`config.mk`:
```
export PLATFORM = sky130hd
export DESIGN_NAME = doem_ctrl
export DESIGN_NICKNAME = d
export VERILOG_FILES = /design/src/rtl/doem_pkg.sv /design/src/rtl/doem_ctrl.sv
export SDC_FILE = /design/constraint.sdc
export NUM_CORES = 1
export LEC_CHECK = 0
export ABC_AREA = 1
export ABC_CLOCK_PERIOD_IN_PS = 2600
export BUFFER_PORTS_ARGS = -buffer_cell sky130_fd_sc_hd__buf_2
export CORE_AREA = 2 2 39 41
export CTS_CLUSTER_SIZE = 12
export DETAILED_ROUTE_END_ITERATION = 8
export DIE_AREA = 0 0 41 43
export GPL_ROUTABILITY_DRIVEN = 0
export GPL_TIMING_DRIVEN = 0
export SETUP_SLACK_MARGIN = 0.02
export SYNTH_ARGS = -nofsm -noshare
export SYNTH_HDL_FRONTEND = slang
export SYNTH_SLANG_ARGS = --single-unit
```
`constraint.sdc`:
```
create_clock -name clk -period 2.6 [get_ports clk]
set_input_delay 0.52 -clock clk [delete_from_list [all_inputs] [get_ports clk]]
set_output_delay 0.52 -clock clk [all_outputs]
set_load 0.02 [all_outputs]
```
`src/rtl/doem_pkg.sv`:
```
// ============================================================================
// doem_pkg: shared types and constants of the one-edit dictionary matcher
// Letter layout, result status codes, request codes, and the command and
// status bundles that run between the controller and the datapath.
// ============================================================================
package doem_pkg;

  localparam int LETTERS  = 15;
  localparam int LETTER_W = 5;
  localparam int LEN_W    = 4;
  localparam int FRONT_W  = 40;
  localparam int BACK_W   = 35;
  localparam int ENTRY_W  = 10;
  localparam int STATUS_W = 3;

  // Letter k sits at bits [5k+4:5k]; front letters are the low part.
  typedef logic [LETTERS-1:0][LETTER_W-1:0] letters_t;

  typedef enum logic [STATUS_W-1:0] {
    ST_STORED  = 3'd0,
    ST_FULL    = 3'd1,
    ST_CORRECT = 3'd2,
    ST_SUGGEST = 3'd3,
    ST_NONE    = 3'd4
  } status_t;

  localparam logic REQ_LOAD  = 1'b0;
  localparam logic REQ_CHECK = 1'b1;

  typedef struct packed {
    logic load;
    logic query;
    logic step;
    logic restart;
    logic take_exact;
    logic take_sugg;
    logic push_pend;
    logic set_none;
    logic set_trunc;
    logic flush;
  } cmd_t;

  typedef struct packed {
    logic scan_done;
    logic rd_valid;
    logic exact_hit;
    logic edit_hit;
    logic pend_valid;
    logic sugg_full;
    logic out_free;
  } sts_t;

endpackage

```
`src/rtl/doem_ctrl.sv`:
```
// ============================================================================
// doem_ctrl: sequencer of the one-edit dictionary matcher
// Steps each request through the exact-match pass, the one-edit pass and the
// final result, driving the datapath by commands.
// ============================================================================
module doem_ctrl (
  input  logic           clk,
  input  logic           rst,
  input  logic           in_valid,
  input  logic           in_req_type,
  output logic           in_ready,
  input  doem_pkg::sts_t sts,
  output doem_pkg::cmd_t cmd
);
  import doem_pkg::*;

  typedef enum logic [1:0] {
    S_IDLE,
    S_EXACT,
    S_SUGGEST,
    S_FLUSH
  } state_t;

  state_t state;
  state_t state_next;

  always_comb begin
    cmd        = '0;
    state_next = state;
    in_ready   = (state == S_IDLE);
    case (state)
      S_IDLE: begin
        if (in_valid) begin
          if (in_req_type == REQ_LOAD) begin
            cmd.load   = 1'b1;
            state_next = S_FLUSH;
          end else begin
            cmd.query  = 1'b1;
            state_next = S_EXACT;
          end
        end
      end
      S_EXACT: begin
        if (sts.rd_valid && sts.exact_hit) begin
          cmd.take_exact = 1'b1;
          state_next     = S_FLUSH;
        end else if (sts.scan_done) begin
          cmd.restart = 1'b1;
          state_next  = S_SUGGEST;
        end else begin
          cmd.step = 1'b1;
        end
      end
      S_SUGGEST: begin
        if (sts.rd_valid && sts.edit_hit) begin
          if (!sts.pend_valid) begin
            cmd.take_sugg = 1'b1;
            cmd.step      = 1'b1;
          end else if (sts.sugg_full) begin
            cmd.set_trunc = 1'b1;
            state_next    = S_FLUSH;
          end else if (sts.out_free) begin
            cmd.push_pend = 1'b1;
            cmd.take_sugg = 1'b1;
            cmd.step      = 1'b1;
          end
          // Otherwise the scan holds until the output register frees up.
        end else if (sts.scan_done) begin
          cmd.set_none = !sts.pend_valid;
          state_next   = S_FLUSH;
        end else begin
          cmd.step = 1'b1;
        end
      end
      S_FLUSH: begin
        if (sts.out_free) begin
          cmd.flush  = 1'b1;
          state_next = S_IDLE;
        end
      end
      default: begin
        state_next = S_IDLE;
      end
    endcase
  end

  always_ff @(posedge clk) begin
    if (rst) begin
      state <= S_IDLE;
    end else begin
      state <= state_next;
    end
  end

endmodule

```
# Word-level counts from Yosys, hierarchy flattened
# Index checks and enable logic that the tools add are counted.
[totals]
regBits = 2
[op_classes]
eq_ne = 9
n_mux = 36
reduce_logical = 5
[op_table]
columns = ["op", "n"]
rows = [
  ["2-bit 2-to-1 mux", 16],
  ["1-bit 2-to-1 mux", 17],
  ["3-bit != test (second input constant)", 4],
  ["2-bit case mux with 4 select lines", 1],
  ["6-bit AND reduction", 1],
  ["2-bit == test (second input constant)", 2],
  ["4-bit 2-to-1 mux", 1],
  ["2-bit != test (second input constant)", 2],
  ["2-bit by 1-bit == test with 1-bit output (second input constant)", 1],
  ["1-bit logical AND", 2],
  ["2-bit logical NOT", 1],
  ["1-bit case mux with 2 select lines", 1],
  ["1-bit logical NOT", 1],
]

# Longest topological paths before layout
# Gate-level depths: netlist of run 1.
[logic_depth]
depth_word = 5
mapped_depth = 8
ltp_nobuf = 8

# Worst setup path after synthesis of run 1
# OpenSTA, ideal clock, no wires.
[synth_timing]
path_type = "register to output"
startpoint = "register state[0]"
endpoint = "output cmd[8] (netlist bit)"
arrival_ns = 1.337
required_ns = 2.080
slack_ns = 0.743
stages_incl_launch_ff = 5
path_buffers = 0
path_cell_list = "dfxtp_1 -> inv_1 -> ha_1 -> inv_1 -> nor3_1"
[synth_lines]
columns = ["element", "line", "source"]
rows = [
  ["start: declaration", "doem_ctrl.sv:24", "state_t state;"],
  ["start signal: assignment", "doem_ctrl.sv:91", "state <= state_next;"],
  ["end: declaration", "doem_ctrl.sv:13", "output doem_pkg::cmd_t cmd"],
]

==> results.json, run 1 <==
{
  "root_buffer": "clkbuf_4",
  "post-route-drc-count": 0,
  "grt_pass1_vias": 327,
  "via_per_inst": 4.10,
  "seq_area_frac_synth_pct": 12.1,
  "r2r_start": "state[0]$_SDFFE_PP0P_",
  "antenna_found_initial": 0,
  "port_buffers": 21,
  "tritoncts": "done",
  "syn-num-nets": 71,
  "numCtsBuffers": 3,
  "nets": 97,
  "timing.final.crit_share_pct": 76.1,
  "die_h_microns": 43,
  "powerDensity_nw_per_um2": 889,
  "min_to": "state[1]$_SDFFE_PP0P_",
  "fin_setup_tns_ns": 0,
  "syn_area_per_cell_sq_um": 5.90,
  "vias": 394,
  "diodes": 0,
  "min_path_type": "reg -> reg",
  "r2r_end": "state[0]$_SDFFE_PP0P_",
  "leakage_nw": 0.296,
  "ir_worst_vdd_mv": 0.350,
  "ys_seq_elements": 2,
  "cp_max_fo": 5,
  "holdPathStages": 2,
  "final-setup-viol-count": 0,
  "fillers": 162,
  "synthToLayoutAreaGrowth_pct": 44.7,
  "rsz0062_at_grt": "no",
  "core_area_sq_um": 1380,
  "cts_sinks": 2,
  "r2r_cells": 8,
  "die_w_microns": 41,
  "die_area_sq_um": 1760,
  "gr-total-overflow": 0,
  "synth_area_sq_um": 330,
  "crit_required_ns": 2.08,
  "largest_register_ffs": 2,
  "cts_max_level": 1,
  "synth_cell_types": 17,
  "cts.reportedPaths.clkPinSlew_ns": 0.03,
  "max_slew_margin_pct": 88.5,
  "antenna_left": 0,
  "fin_skew_ns": 0.000587,
  "routedWlPerCell_microns": 7.60,
  "critPathArrivalTime_ns": 1.46,
  "r2r_slack_ns": 1.21,
  "hold_start": "state[1]$_SDFFE_PP0P_",
  "fin_crit_ns": 1.98,
  "drv_slew": 0,
  "wl_microns": 730,
  "cp-end-kind": "primary output",
  "status": "completed",
  "yosys_warnings": 0,
  "ctsHoldBuffers": 0,
  "cap_violations": 0,
  "critical_path_class": "reg -> out",
  "regMostFlops": "state",
  "grt_max_degree": 6,
  "startpoint_type": "register",
  "std_cell_rows": 14,
  "syn_inst": 56,
  "finalHoldViolCount": 0,
  "start_util_pct": 23.9,
  "ios": 22,
  "timing.fmax_mhz": 506,
  "cts_resized": 0,
  "grt_usage_pct": 10.3,
  "reg.largest.list": "state (2)",
  "grt_pass1_wl_microns": 1190,
  "dpl.hpwl_microns": 640,
  "cts_max_path_buffers": 2,
  "drive_above_1_share_pct": 42.5,
  "cts_post_setup_buffers_inserted": 0,
  "drtPass1Iterations": 4,
  "worst_pin_slew_ns": 0.173,
  "clock_latency_ns": 0.22,
  "drt-initial-drc-count": 7,
  "fin_hold_ws_ns": 0.535
}
[worst max-delay path by stage]
| stage | start | to | slack [ns] | cells after the start |
|---|---|---|---|---|
| floorplan | state[0]$_SDFFE_PP0P_ | cmd[8] | 0.74 | 4 |
| global placement | sts[0] | cmd[7] | 0.78 | 7 |
| detailed placement | sts[0] | cmd[7] | 0.78 | 7 |
| CTS | state[0]$_SDFFE_PP0P_ | cmd[7] | 0.60 | 7 |
| global route | state[0]$_SDFFE_PP0P_ | cmd[7] | 0.48 | 7 |
| finish | state[0]$_SDFFE_PP0P_ | cmd[7] | 0.62 | 7 |
[per-layer routing]
layer / part of all wire (%) / wire length, microns / GRT usage [%] / up-vias
met5: 0 / 0 / 0 / -
met4: 2.3 / 17 / 8.00 / 0
met3: 7.4 / 54 / 3.14 / 2
met2: 49 / 358 / 16.3 / 13
met1: 41 / 300 / 10.5 / 159
li1: - / - / - / 220
[metrics by stage]
stage | area, sq um | std cells | power (mW) | worst slack, ns | util, %
after floorplan | 330 | 56 | 0.288 | 0.743 | -
after global placement | 455 | 93 | 0.356 | 0.782 | 32.9
after detailed placement | 455 | 93 | 0.359 | 0.777 | 32.9
after CTS | 478 | 96 | 0.434 | 0.601 | 34.5
after global routing | 478 | 96 | 0.484 | 0.482 | 34.5
final | 478 | 96 | 0.425 | 0.622 | 34.5
[synthesized netlist by cell type, drive strengths merged]
cell type / instances / area [sq um]
nor3b: 1 / 7.51
o21ai: 3 / 15.0
or2: 1 / 8.76
a21oi: 4 / 27.5
nor3: 2 / 10.0
clkinv: 1 / 3.75
nand2: 12 / 52.6
nor2: 10 / 45.1
inv: 12 / 45.0
ha: 4 / 50.1
nand3: 4 / 25.0
dfxtp: 2 / 40.0
[final cells by class]
type                       count  area, sq um  area share (%)
timing repair buffer          21          105            22.0
tap                           16         20.0            4.19
inverter                      13         48.8            10.2
clock buffer                   3         22.5            4.71
sequential                     2         40.0            8.38
multi-input combinational     41          241            50.5
[cell families (layout without fill, tap and decap cells)]
family	Yosys count	after routing	share of synthesized area [%]
and+or+nand+nor	30	30	45.1
buffers and inverters	13	37	14.8
AOI/OAI and AO/OA	7	7	12.9
DFF	2	2	12.1
adders and majority gates	4	4	15.2
[where the power goes]
part           leakage, nW  switching [mW]  internal, mW
registers           0.0167          0.0166        0.0461
clock network       0.0138          0.0179        0.0509
logic                0.265           0.185         0.108
[worst max-delay path: stages, from the launching register on]
cell and delay, ns:
dfxtp_1 0.34, inv_1 0.11, ha_1 0.21, nand3_2 0.14
a21oi_2 0.15, a21oi_2 0.05, nor2_2 0.07, buf_2 0.16
[placed cells by master, fill, tap and decap left out]
master,instances
buf_2,21
nand3_1,3
nand3_2,1
nand2_2,3
nor2_1,7
a21oi_1,2
a21oi_2,2
nor2_2,3
o21ai_0,2
ha_1,4
dfxtp_1,2
or2_4,1
inv_1,12
o21ai_1,1
nand2_1,9
nor3b_1,1
nor3_1,2
clkbuf_4,3
clkinv_1,1
Note: power is estimated with default switching activity, not from simulation.
==> run 2, diff against run 1 <==
ABC_CLOCK_PERIOD_IN_PS = 1600   (was 2600)
clock period = 1.6 ns   (was 2.6 ns; I/O delays follow)
==> run 2 against run 1 <==
  * Register-to-register slack worse by 0.91 ns
  * Count of clock-buffer cells in the layout unchanged
  * Critical path depth unchanged
  * Final area rose by 18%
  * Via count grew 3.8%
  * Clock power grew 66%
  * Combinational power up 90%
  * Critical endpoint unchanged
==> results.json, run 2 (synthesis gave the netlist of run 1 again) <==
{
  "final_cell_count_no_fill": 98,
  "fin_skew_ns": 0.00144,
  "dp_slack_ns": 0.0417,
  "core_area_sq_um": 1380,
  "rsz0062_at_grt": "yes",
  "die_area_sq_um": 1760,
  "timing.fmax_mhz": 625,
  "drive_above_1_share_pct": 56.1,
  "worst_slack_ns": 0.00128,
  "antenna_left": 0,
  "ios": 22,
  "largest_register_ffs": 2,
  "nets": 99,
  "start_util_pct": 23.9,
  "cp-end-kind": "primary output",
  "final_common_cell": "buf_2",
  "via_per_inst": 4.17,
  "total_power_uw": 797,
  "regMostFlops": "state",
  "critical_path_class": "reg -> out",
  "powerDensity_nw_per_um2": 1420,
  "cap_violations": 0,
  "std_cell_rows": 14,
  "cts.reportedPaths.clkPinSlew_ns": 0.03,
  "drv_slew": 0,
  "routedWlPerCell_microns": 7.97,
  "startpoint_type": "register",
  "grt_pass1_vias": 333,
  "port_buffers": 21,
  "final-setup-viol-count": 0,
  "dpl.hpwl_microns": 618,
  "cts_max_level": 1,
  "drt-initial-drc-count": 4,
  "diodes": 0,
  "synthToLayoutAreaGrowth_pct": 70.5,
  "max_slew_margin_pct": 89.0,
  "die_w_microns": 41,
  "clock_latency_ns": 0.23,
  "grt_max_degree": 5,
  "drtPass1Iterations": 4,
  "grt_pass1_wl_microns": 1170,
  "numCtsBuffers": 3,
  "leakage_nw": 0.307,
  "layout_common_cells": "buf_2 (17), inv_1 (10), nand2_1 (9)",
  "ctsHoldBuffers": 0,
  "grt_usage_pct": 10.0,
  "cts_max_path_buffers": 2,
  "post-route-drc-count": 0,
  "critPathArrivalTime_ns": 1.28,
  "ir_worst_vdd_mv": 0.691,
  "cts_sinks": 2,
  "wl_microns": 781,
  "fin_crit_ns": 1.60,
  "antenna_found_initial": 0,
  "vias": 409,
  "dp_cells": 93,
  "root_buffer": "clkbuf_4",
  "gr-total-overflow": 0,
  "timing.final.crit_share_pct": 99.9,
  "status": "completed",
  "die_h_microns": 43,
  "min_path_type": "in -> reg",
  "worst_pin_slew_ns": 0.165,
  "finalHoldViolCount": 0,
  "reg.largest.list": "state (2)",
  "cp_max_fo": 3,
  "tritoncts": "done",
  "crit_required_ns": 1.28
}
run 2: where the power goes:
group	internal, mW	leakage, nW	switching, mW
logic	0.230	0.275	0.328
clock network	0.0829	0.0138	0.0310
registers	0.0896	0.0178	0.0356
run 2: worst paths after layout:
check | to | from | depth (start not counted) | slack (ns)
setup / recovery | cmd[7] | state[0]$_SDFFE_PP0P_ | 7 | 0.001
hold / removal | state[1]$_SDFFE_PP0P_ | rst | 4 | 0.32
setup reg to reg | state[0]$_SDFFE_PP0P_ | state[0]$_SDFFE_PP0P_ | 8 | 0.30
hold reg to reg | state[1]$_SDFFE_PP0P_ | state[1]$_SDFFE_PP0P_ | 2 | 0.53
run 2: layout make-up:
cell class | instances | area [sq um]
Tap cell | 16 | 20.0
Fill cell | 144 | 821
Multi-Input combinational cell | 41 | 284
Inverter | 13 | 51.3
Clock buffer | 3 | 22.5
Sequential cell | 2 | 47.5
Timing Repair Buffer | 23 | 138
run 2: repair_timing:
action                     4_1_cts  5_1_grt
gates resized for setup         15        5
buffers inserted                 2        0
setup endpoints to repair        7        4
pin swaps                        3        1
run 2: worst max-delay path: stages, from the launching register on:
cell and delay, ns:
dfxtp_4 0.34, inv_4 0.06, ha_4 0.14, nand3_4 0.08
a21oi_2 0.14, a21oi_2 0.05, nor2_2 0.11, buf_6 0.12
run 2: metrics by stage:
step | cell area, sq um | hold slack, ns | util, % | TNS, ns
3_5_place_dp | 465 | 0.541 | 33.6 | 0
6_report | 563 | 0.324 | 40.7 | 0
5_1_grt | 563 | 0.347 | 40.7 | -0.103
2_1_floorplan | 340 | 0.476 | - | 0
3_3_place_gp | 465 | 0.550 | 33.6 | 0
4_1_cts | 547 | 0.316 | 39.5 | -0.0116
run 2: per-layer routing:
metal	share of wire (%)	wire [microns]	vias up	global-route usage, %
met5	0	0	-	0
met4	2.0	16	0	10.0
met3	9.5	74	2	1.57
met2	45	350	17	16.3
met1	44	340	164	9.55
li1	-	-	226	-
